[src/hdl/bcdd_pkg.sv]
package bcdd_pkg;

  localparam int FRAME_WIDTH  = 640;
  localparam int FRAME_HEIGHT = 480;
  localparam int FRAME_DEPTH  = FRAME_WIDTH * FRAME_HEIGHT;

  localparam int COL_W  = (FRAME_WIDTH > 1) ? $clog2(FRAME_WIDTH) : 1;
  localparam int ROW_W  = (FRAME_HEIGHT > 1) ? $clog2(FRAME_HEIGHT) : 1;
  localparam int ADDR_W = (FRAME_DEPTH > 1) ? $clog2(FRAME_DEPTH) : 1;

  localparam int DEPTH_W = 16;
  localparam int DIFF_W  = 18;
  localparam int PROD_W  = DEPTH_W + 1 + DIFF_W;
  localparam int MAG_W   = 32;
  localparam int POS_W   = 32;
  localparam int CNT_W   = $clog2(MAG_W);

  localparam logic [1:0] CFG_FOCAL_X  = 2'd0;
  localparam logic [1:0] CFG_FOCAL_Y  = 2'd1;
  localparam logic [1:0] CFG_CENTER_X = 2'd2;
  localparam logic [1:0] CFG_CENTER_Y = 2'd3;

  localparam logic [15:0] FOCAL_X_RESET  = 16'd7394;
  localparam logic [15:0] FOCAL_Y_RESET  = 16'd7394;
  localparam logic [15:0] CENTER_X_RESET = 16'd5120;
  localparam logic [15:0] CENTER_Y_RESET = 16'd3840;

  localparam logic KIND_PIXEL = 1'b0;
  localparam logic KIND_BOX   = 1'b1;

  localparam logic [1:0] STATUS_OK      = 2'd0;
  localparam logic [1:0] STATUS_OUTSIDE = 2'd1;
  localparam logic [1:0] STATUS_MISSING = 2'd2;

  typedef enum logic [2:0] {
    S_IDLE,
    S_READ,
    S_CHECK,
    S_START,
    S_WAIT,
    S_LOAD
  } state_t;

  typedef struct packed {
    logic in_stall;
    logic pix_write;
    logic box_take;
    logic mem_read;
    logic prod_load;
    logic div_start;
    logic out_load;
  } ctrl_cmd_t;

  typedef struct packed {
    logic skip;
    logic div_busy;
    logic out_free;
  } dp_status_t;

endpackage

[src/hdl/bcdd_ctrl.sv]
module bcdd_ctrl
  import bcdd_pkg::*;
(
  input  logic       clk,
  input  logic       rst,
  input  logic       in_valid,
  input  logic       kind,
  input  dp_status_t stat,
  output ctrl_cmd_t  cmd
);

  state_t state;
  state_t state_next;

  always_ff @(posedge clk) begin
    if (rst) begin
      state <= S_IDLE;
    end else begin
      state <= state_next;
    end
  end

  always_comb begin
    state_next = state;
    unique case (state)
      S_IDLE: begin
        if (in_valid && kind == KIND_BOX) begin
          state_next = S_READ;
        end
      end
      S_READ:  state_next = S_CHECK;
      S_CHECK: state_next = stat.skip ? S_LOAD : S_START;
      S_START: state_next = S_WAIT;
      S_WAIT: begin
        if (!stat.div_busy) begin
          state_next = S_LOAD;
        end
      end
      S_LOAD: begin
        if (stat.out_free) begin
          state_next = S_IDLE;
        end
      end
      default: state_next = S_IDLE;
    endcase
  end

  always_comb begin
    cmd = '0;
    cmd.in_stall = 1'b1;
    unique case (state)
      S_IDLE: begin
        cmd.in_stall  = 1'b0;
        cmd.pix_write = in_valid && kind == KIND_PIXEL;
        cmd.box_take  = in_valid && kind == KIND_BOX;
      end
      S_READ:  cmd.mem_read  = 1'b1;
      S_CHECK: cmd.prod_load = 1'b1;
      S_START: cmd.div_start = 1'b1;
      S_WAIT:  cmd.out_load  = 1'b0;
      S_LOAD:  cmd.out_load  = stat.out_free;
      default: cmd.in_stall  = 1'b1;
    endcase
  end

endmodule

[config.mk]
export PLATFORM = sky130hd
export DESIGN_NAME = bcdd_ctrl
export DESIGN_NICKNAME = d
export VERILOG_FILES = /design/src/hdl/bcdd_pkg.sv /design/src/hdl/bcdd_ctrl.sv
export SDC_FILE = /design/constraint.sdc
export NUM_CORES = 1
export LEC_CHECK = 0
export ABC_AREA = 1
export BUFFER_PORTS_ARGS = -buffer_cell sky130_fd_sc_hd__buf_2
export CORE_AREA = 10 10 47 49
export DETAILED_ROUTE_END_ITERATION = 6
export DIE_AREA = 0 0 57 59
export GPL_ROUTABILITY_DRIVEN = 0
export PLACE_DENSITY_LB_ADDON = 0.25
export SETUP_SLACK_MARGIN = 0.02
export SLEW_MARGIN = 30
export SYNTH_ARGS = -nofsm -noshare
export SYNTH_HDL_FRONTEND = slang
export SYNTH_SLANG_ARGS = --single-unit
[constraint.sdc]
create_clock -name clk -period 1.7 [get_ports clk]
set_clock_uncertainty 0.15 [all_clocks]
set_input_delay 0.085 -clock clk [delete_from_list [all_inputs] [get_ports clk]]
set_output_delay 0.085 -clock clk [all_outputs]
set_load 0.01 [all_outputs]
# Word-level counts from Yosys, hierarchy flattened
# Cells that the tools add are included.
[totals]
reg_bits = 3
latchBits = 0
ramBits = 0
romBits = 0
input_bits = 7
output_inout_bits = 7
wordCells = 25
n_memories = 0
[classes]
addsub = 0
mul = 0
n_div = 0
magnitude_cmp = 0
eq_ne = 8
shift = 0
n_mux = 11
bitwise_logic = 1
reduce_logical = 4
[op_table]
columns = ["cell", "count"]
rows = [
  ["3-bit one-hot mux with 6 select lines", 1],
  ["3-bit 2-to-1 mux", 4],
  ["3-bit by 2-bit == test with 1-bit output (second input constant)", 2],
  ["3-bit == test (second input constant)", 2],
  ["2-bit inequality test (second input constant)", 3],
  ["1-bit 2-to-1 mux", 5],
  ["3-bit by 1-bit == test with 1-bit output (second input constant)", 1],
  ["3-bit logical NOT", 1],
  ["3-bit AND reduction", 1],
  ["1-bit logical AND", 2],
  ["2-bit 2-to-1 mux", 1],
  ["1-bit inverter", 1],
]

# Longest topological paths before layout
# Gate-level depths: netlist (run 1).
[logic_depth]
ltp_word = 3
ltp_mapped = 5
depth_no_buf = 5

# Least setup slack after synthesis (run 1)
# Ideal clock, no wire load.
[synth_path]
path_kind = "flip-flop to output port"
startpoint = "register state[0]"
endpoint = "output cmd[0] (netlist bit)"
arrival_time_ns = 0.950
t_required_ns = 1.465
setup_slack_ns = 0.515
path_stages_with_launch = 3
path_buffers = 0
path_cell_list = "dfxtp_1 -> inv_1 -> nor4_1"
[synth_lines]
columns = ["item", "line", "source"]
rows = [
  ["start, declared", "bcdd_ctrl.sv:12", "state_t state;"],
  ["start signal, assigned", "bcdd_ctrl.sv:19", "state <= state_next;"],
  ["end, declared", "bcdd_ctrl.sv:9", "output ctrl_cmd_t cmd"],
]

# Worst setup path in the final report (run 1)
[layout_path]
startpoint = "input rst"
endpoint = "register state[1]"
[layout_lines]
columns = ["item", "line", "source"]
rows = [
  ["start, declared", "bcdd_ctrl.sv:5", "input logic rst,"],
]
# No word-level cell between the ends.

==> summary.txt, run 1 <==
share of cells above drive strength 1: 41.5%
required time of the critical path: 1.72 ns
Top Registers: state x3
max incr delay on CP: 0.59 ns
Initial Utilization: 16.0%
fill count: 168
synthesized area per cell: 6.59 µm²
Synth warnings: 0
largest net degree at the start of global routing: 8
Synthesized Nets: 41
Pwr per Cell Area: 1770 nW/µm²
worst path cell trace: dlygate4sd3_1 -> buf_2 -> nor4_1 -> dlygate4sd3_1
Num CTS Buffers: 3
area delta synth->final: 58.7%
Global Route Usage Sum: 4.45%
crit path DAT: 1.59 ns
R2R setup slack: 0.13 ns
Final Max Tran Viols: 0
H-tree levels: 1
Slowest cell on crit path: dlygate4sd3_1
Seq/Total Area, Yosys: 26.8%
drt via density: 3.99
CTS tree: built
Largest Register: state
total grt overflow: 0
hold path endpoint: state[0]
max_slew headroom: 82.3%
Inserted Diodes: 0
Buffers on Ports: 13
Synth Register Bits: 3
final setup violating endpoints: 0
kind of critical path: in2reg
PnR worst setup slack: 0.131 ns
most common cell after layout, fill and taps aside: buf_2
drt total wl: 679 µm
cell mode on critical path: dlygate4sd3_1
synthesized instance count: 34
routed len/inst: 9.84 µm
die width: 57 µm
core region area: 1400 µm²
crit-path max FO: 2
RSZ-0062 raised after global routing: false
highest-count cells in the layout ignoring fill and taps: 13 x buf_2, 9 x nor2_1, 5 x nand2_1, 4 x inv_1
setup slack at placement: 0.500 ns
vias in the first global route: 265
CP Capture Type: flip-flop
hold depth: 4
reg2reg path depth: 3
io pins: 14
r2r endpoint: state[1]
Root Buffer: clkbuf_4
critical register-to-register path startpoint: state[1]
Post-DRT Antenna Nets: 0
Yosys cell types: 14
Final #Nets: 61
clk slew on worst S/H paths: 0.04 ns
Tcrit/Tclk final: 92.3%
post-CTS setup buffers: 0
status: finished, final reports clean
Initial DRC Count: 3
DRC violation count after routing: 0
Setup TNS Final: 0 ns
hpwl dp: 585 µm
Max-cap violations: 0
Die H: 59 µm
die area: 3360 µm²
vias: 275
mapped cell area: 224 µm²
Worst-Margin Slew: 0.266 ns
Cell Rows: 14
initial antenna violation count: 0
Pre-antenna DRT Iters: 4
Min-Delay Startpoint: stat[1]
clock sink count: 3
Final Hold Fails: 0
Fmax achieved: 638 MHz
first-pass GRT wire length: 1.09 mm
Min-Delay Path Class: in2reg
Peak VDD IR: 0.000542 V
startpoint types: input pin
LEAKAGE: 0.186 nW
Clk Latency, worst-skew pair: 0.23 ns
max reg flops: 3
Bufs on Longest Clock Path: 2
Tmin final: 1.57 ns
-- logic make-up (layout without fill, tap and decap cells) --
family | count (synthesis) | after routing | share of synthesized area (%)
simple gates | 24 | 24 | 60.3
buf+inv | 5 | 24 | 8.38
flops | 3 | 3 | 26.8
compound gates | 2 | 2 | 4.46
-- worst max-delay path, delay by kind of cell --
kind / cells / cell delay [ns]
buffers and inverters: 3 / 1.24
and+or+nand+nor: 1 / 0.27
-- synth_stat cells --
cell type	instances	share of area [%]
nor2_1	9	15
nand2_1	5	8.4
inv_1	4	6.7
dfxtp_1	3	27
nand3_2	3	13
nor4_1	2	5.6
a21oi_1	1	2.2
inv_2	1	1.7
nand3_1	1	2.2
nand4_1	1	2.8
nor2_4	1	5.0
nor3_1	1	2.2
nor3b_2	1	5.6
o21ai_1	1	2.2
-- power breakdown --
| part | leakage (nW) | internal [mW] | switching [mW] | total, mW |
|---|---|---|---|---|
| Sequential | 0.0248 | 0.103 | 0.0605 | 0.163 |
| Clock | 0.0150 | 0.0878 | 0.0346 | 0.122 |
| Combinational | 0.146 | 0.141 | 0.202 | 0.343 |
| Total | 0.186 | 0.332 | 0.297 | 0.629 |
-- worst max path at each step --
stage	start	to	slack, ns	depth (start not counted)
final	rst	state[1]	0.13	4
after global routing	state[0]	state[1]	0.03	4
after CTS	state[0]	state[1]	0.19	4
after detailed placement	state[1]	cmd[5]	0.50	4
after global placement	state[0]	cmd[0]	0.46	3
after floorplan	state[0]	cmd[0]	0.52	2
-- metal layers --
metal  GRT usage (%)  part of all wire, %  up-vias
li1                -                    -      150
met1            3.91                   39      117
met2            6.05                   49        8
met3            3.43                   11        0
met4            5.03                    0        0
met5               0                    0        -
-- layout make-up --
cell class | count | area (µm²) | share of cell area (%)
Clock buffer | 4 | 26.3 | 7.39
Timing Repair Buffer | 15 | 85.1 | 23.9
Inverter | 5 | 18.8 | 5.28
Tap cell | 16 | 20.0 | 5.63
Sequential cell | 3 | 60.1 | 16.9
Multi-Input combinational cell | 26 | 145 | 40.8
-- repair_timing --
action	4_1_cts	5_1_grt
hold buffers	2	0
hold endpoints to repair	3	0
resized for setup	0	0
endpoints found under the setup margin	0	0
-- stage by stage --
| step | std cells | cell area (µm²) | util [%] | total power [mW] | hold slack (ns) |
|---|---|---|---|---|---|
| final | 69 | 355 | 25.4 | 0.629 | 0.0476 |
| after global routing | 69 | 355 | 25.4 | 0.694 | 0.0653 |
| after CTS | 69 | 355 | 25.4 | 0.644 | 0.0437 |
| after detailed placement | 63 | 309 | 22.1 | 0.500 | 0.127 |
| after global placement | 63 | 309 | 22.1 | 0.501 | 0.134 |
| after floorplan | 34 | 224 | - | 0.390 | 0.0137 |
(Power assumes the default switching activity.)
==> inputs of run 2 (changes only) <==
Settings changed: MAX_ROUTING_LAYER set to met4.
==> run 2 against run 1 <==
First-iteration DRC count unchanged; routed wire length unchanged; register-to-register slack barely moved; largest cell class unchanged; largest power group unchanged.
==> summary.txt, run 2 (same netlist as run 1, synthesis figures left out) <==
status: finished, final reports clean
core region area: 1400 µm²
startpoint types: input pin
launch point of the worst path: rst
io pins: 14
RSZ-0062 raised after global routing: false
max incr delay on CP: 0.59 ns
DR top layer: met3
drt total wl: 679 µm
DRC violation count after routing: 0
total grt overflow: 0
Final #Nets: 61
Cell Int Power: 0.332 mW
Min-Delay Path Class: in2reg
crit path DAT: 1.59 ns
max_slew headroom: 82.3%
drt via density: 3.99
Global Route Usage Sum: 4.57%
CP delay by family, top: buffers and inverters
die width: 57 µm
post-CTS setup buffers: 0
Top Registers: state x3
Post-DRT Antenna Nets: 0
worst path cell trace: dlygate4sd3_1 -> buf_2 -> nor4_1 -> dlygate4sd3_1
hpwl dp: 585 µm
routed wl met3: 75 µm
clock power share: 19.5%
Final Hold Fails: 0
die area: 3360 µm²
Comb power frac: 54.6%
vias: 275
Pwr per Cell Area: 1770 nW/µm²
Pre-antenna DRT Iters: 4
Fmax achieved: 638 MHz
LEAKAGE: 0.186 nW
kind of critical path: in2reg
Max-cap violations: 0
Setup TNS Final: 0 ns
critical register-to-register path startpoint: state[1]
first-pass GRT wire length: 1.08 mm
Largest Register: state
routed len/inst: 9.84 µm
Tmin final: 1.57 ns
final non-filler cell total: 69
clock sink count: 3
Initial DRC Count: 3
Inserted Diodes: 0
switch share: 47.3%
Slowest cell on crit path: dlygate4sd3_1
crit-path max FO: 2
Inst Count DP: 63
Clk Latency, worst-skew pair: 0.23 ns
max reg flops: 3
final setup violating endpoints: 0
NetSw: 0.297 mW
CP Buf/Inv Count: 3
Peak VDD IR: 0.000542 V
highest-count cells in the layout ignoring fill and taps: 13 x buf_2, 9 x nor2_1, 5 x nand2_1, 4 x inv_1
Tcrit/Tclk final: 92.3%
Final Max Tran Viols: 0
cell mode on critical path: dlygate4sd3_1
Root Buffer: clkbuf_4
Die H: 59 µm
Cell Rows: 14
most common cell after layout, fill and taps aside: buf_2
Min-Delay Startpoint: stat[1]
clk slew on worst S/H paths: 0.04 ns
Buffers on Ports: 13
Bufs on Longest Clock Path: 2
largest net degree at the start of global routing: 8
required time of the critical path: 1.72 ns
vias in the first global route: 265
area delta synth->final: 58.7%
CTS tree: built
Worst-Margin Slew: 0.266 ns
initial antenna violation count: 0
Initial Utilization: 16.0%
Seq pwr share: 26.0%
H-tree levels: 1
share of cells above drive strength 1: 41.5%
WL met1: 267 µm
CP Capture Type: flip-flop
routed wl met2: 336 µm
Num CTS Buffers: 3
-- run 2: power groups by stage --
stage / clock, mW / combinational (mW) / sequential [mW]
finish: 0.122 / 0.343 / 0.163
global route: 0.137 / 0.387 / 0.171
CTS: 0.131 / 0.349 / 0.163
detailed placement: 0 / 0.335 / 0.165
global placement: 0 / 0.335 / 0.165
floorplan: 0 / 0.236 / 0.154
-- run 2: through the flow --
stage                     cell area (µm²)  hold slack [ns]  utilization [%]  power [mW]  worst slack [ns]
after floorplan                       224           0.0137                -       0.390             0.515
after global placement                309            0.134             22.1       0.501             0.459
after detailed placement              309            0.127             22.1       0.500             0.500
after CTS                             355           0.0437             25.4       0.644             0.190
after global routing                  355           0.0653             25.4       0.694            0.0303
final                                 355           0.0476             25.4       0.629             0.131
-- run 2: metal layers --
metal / track usage [%] / vias to the layer above
li1: - / 150
met1: 3.91 / 117
met2: 6.05 / 8
met3: 3.43 / 0
met4: 5.03 / 0
met5: - / -
-- run 2: worst paths after layout --
| path | to | slack [ns] | cells past startpoint |
|---|---|---|---|
| hold / removal | state[0] | 0.05 | 4 |
| hold reg to reg | state[0] | 0.51 | 3 |
| setup / recovery | state[1] | 0.13 | 4 |
| setup reg to reg | state[1] | 0.13 | 3 |
-- run 2: repair_timing --
action	CTS	global route
resized for setup	0	0
endpoints found under the hold margin	3	0
hold buffers	2	0
-- run 2: area by class of cell --
cell class                      count  area, µm²
Fill cell                         168       1050
Multi-Input combinational cell     26        145
Timing Repair Buffer               15       85.1
Sequential cell                     3       60.1
Clock buffer                        4       26.3
Tap cell                           16       20.0
Inverter                            5       18.8
-- run 2: worst register-to-register path, delay by kind of cell (launching register included) --
family / cells / cell delay (ns)
and+or+nand+nor: 2 / 0.34
buffers and inverters: 1 / 0.59
DFF: 1 / 0.43
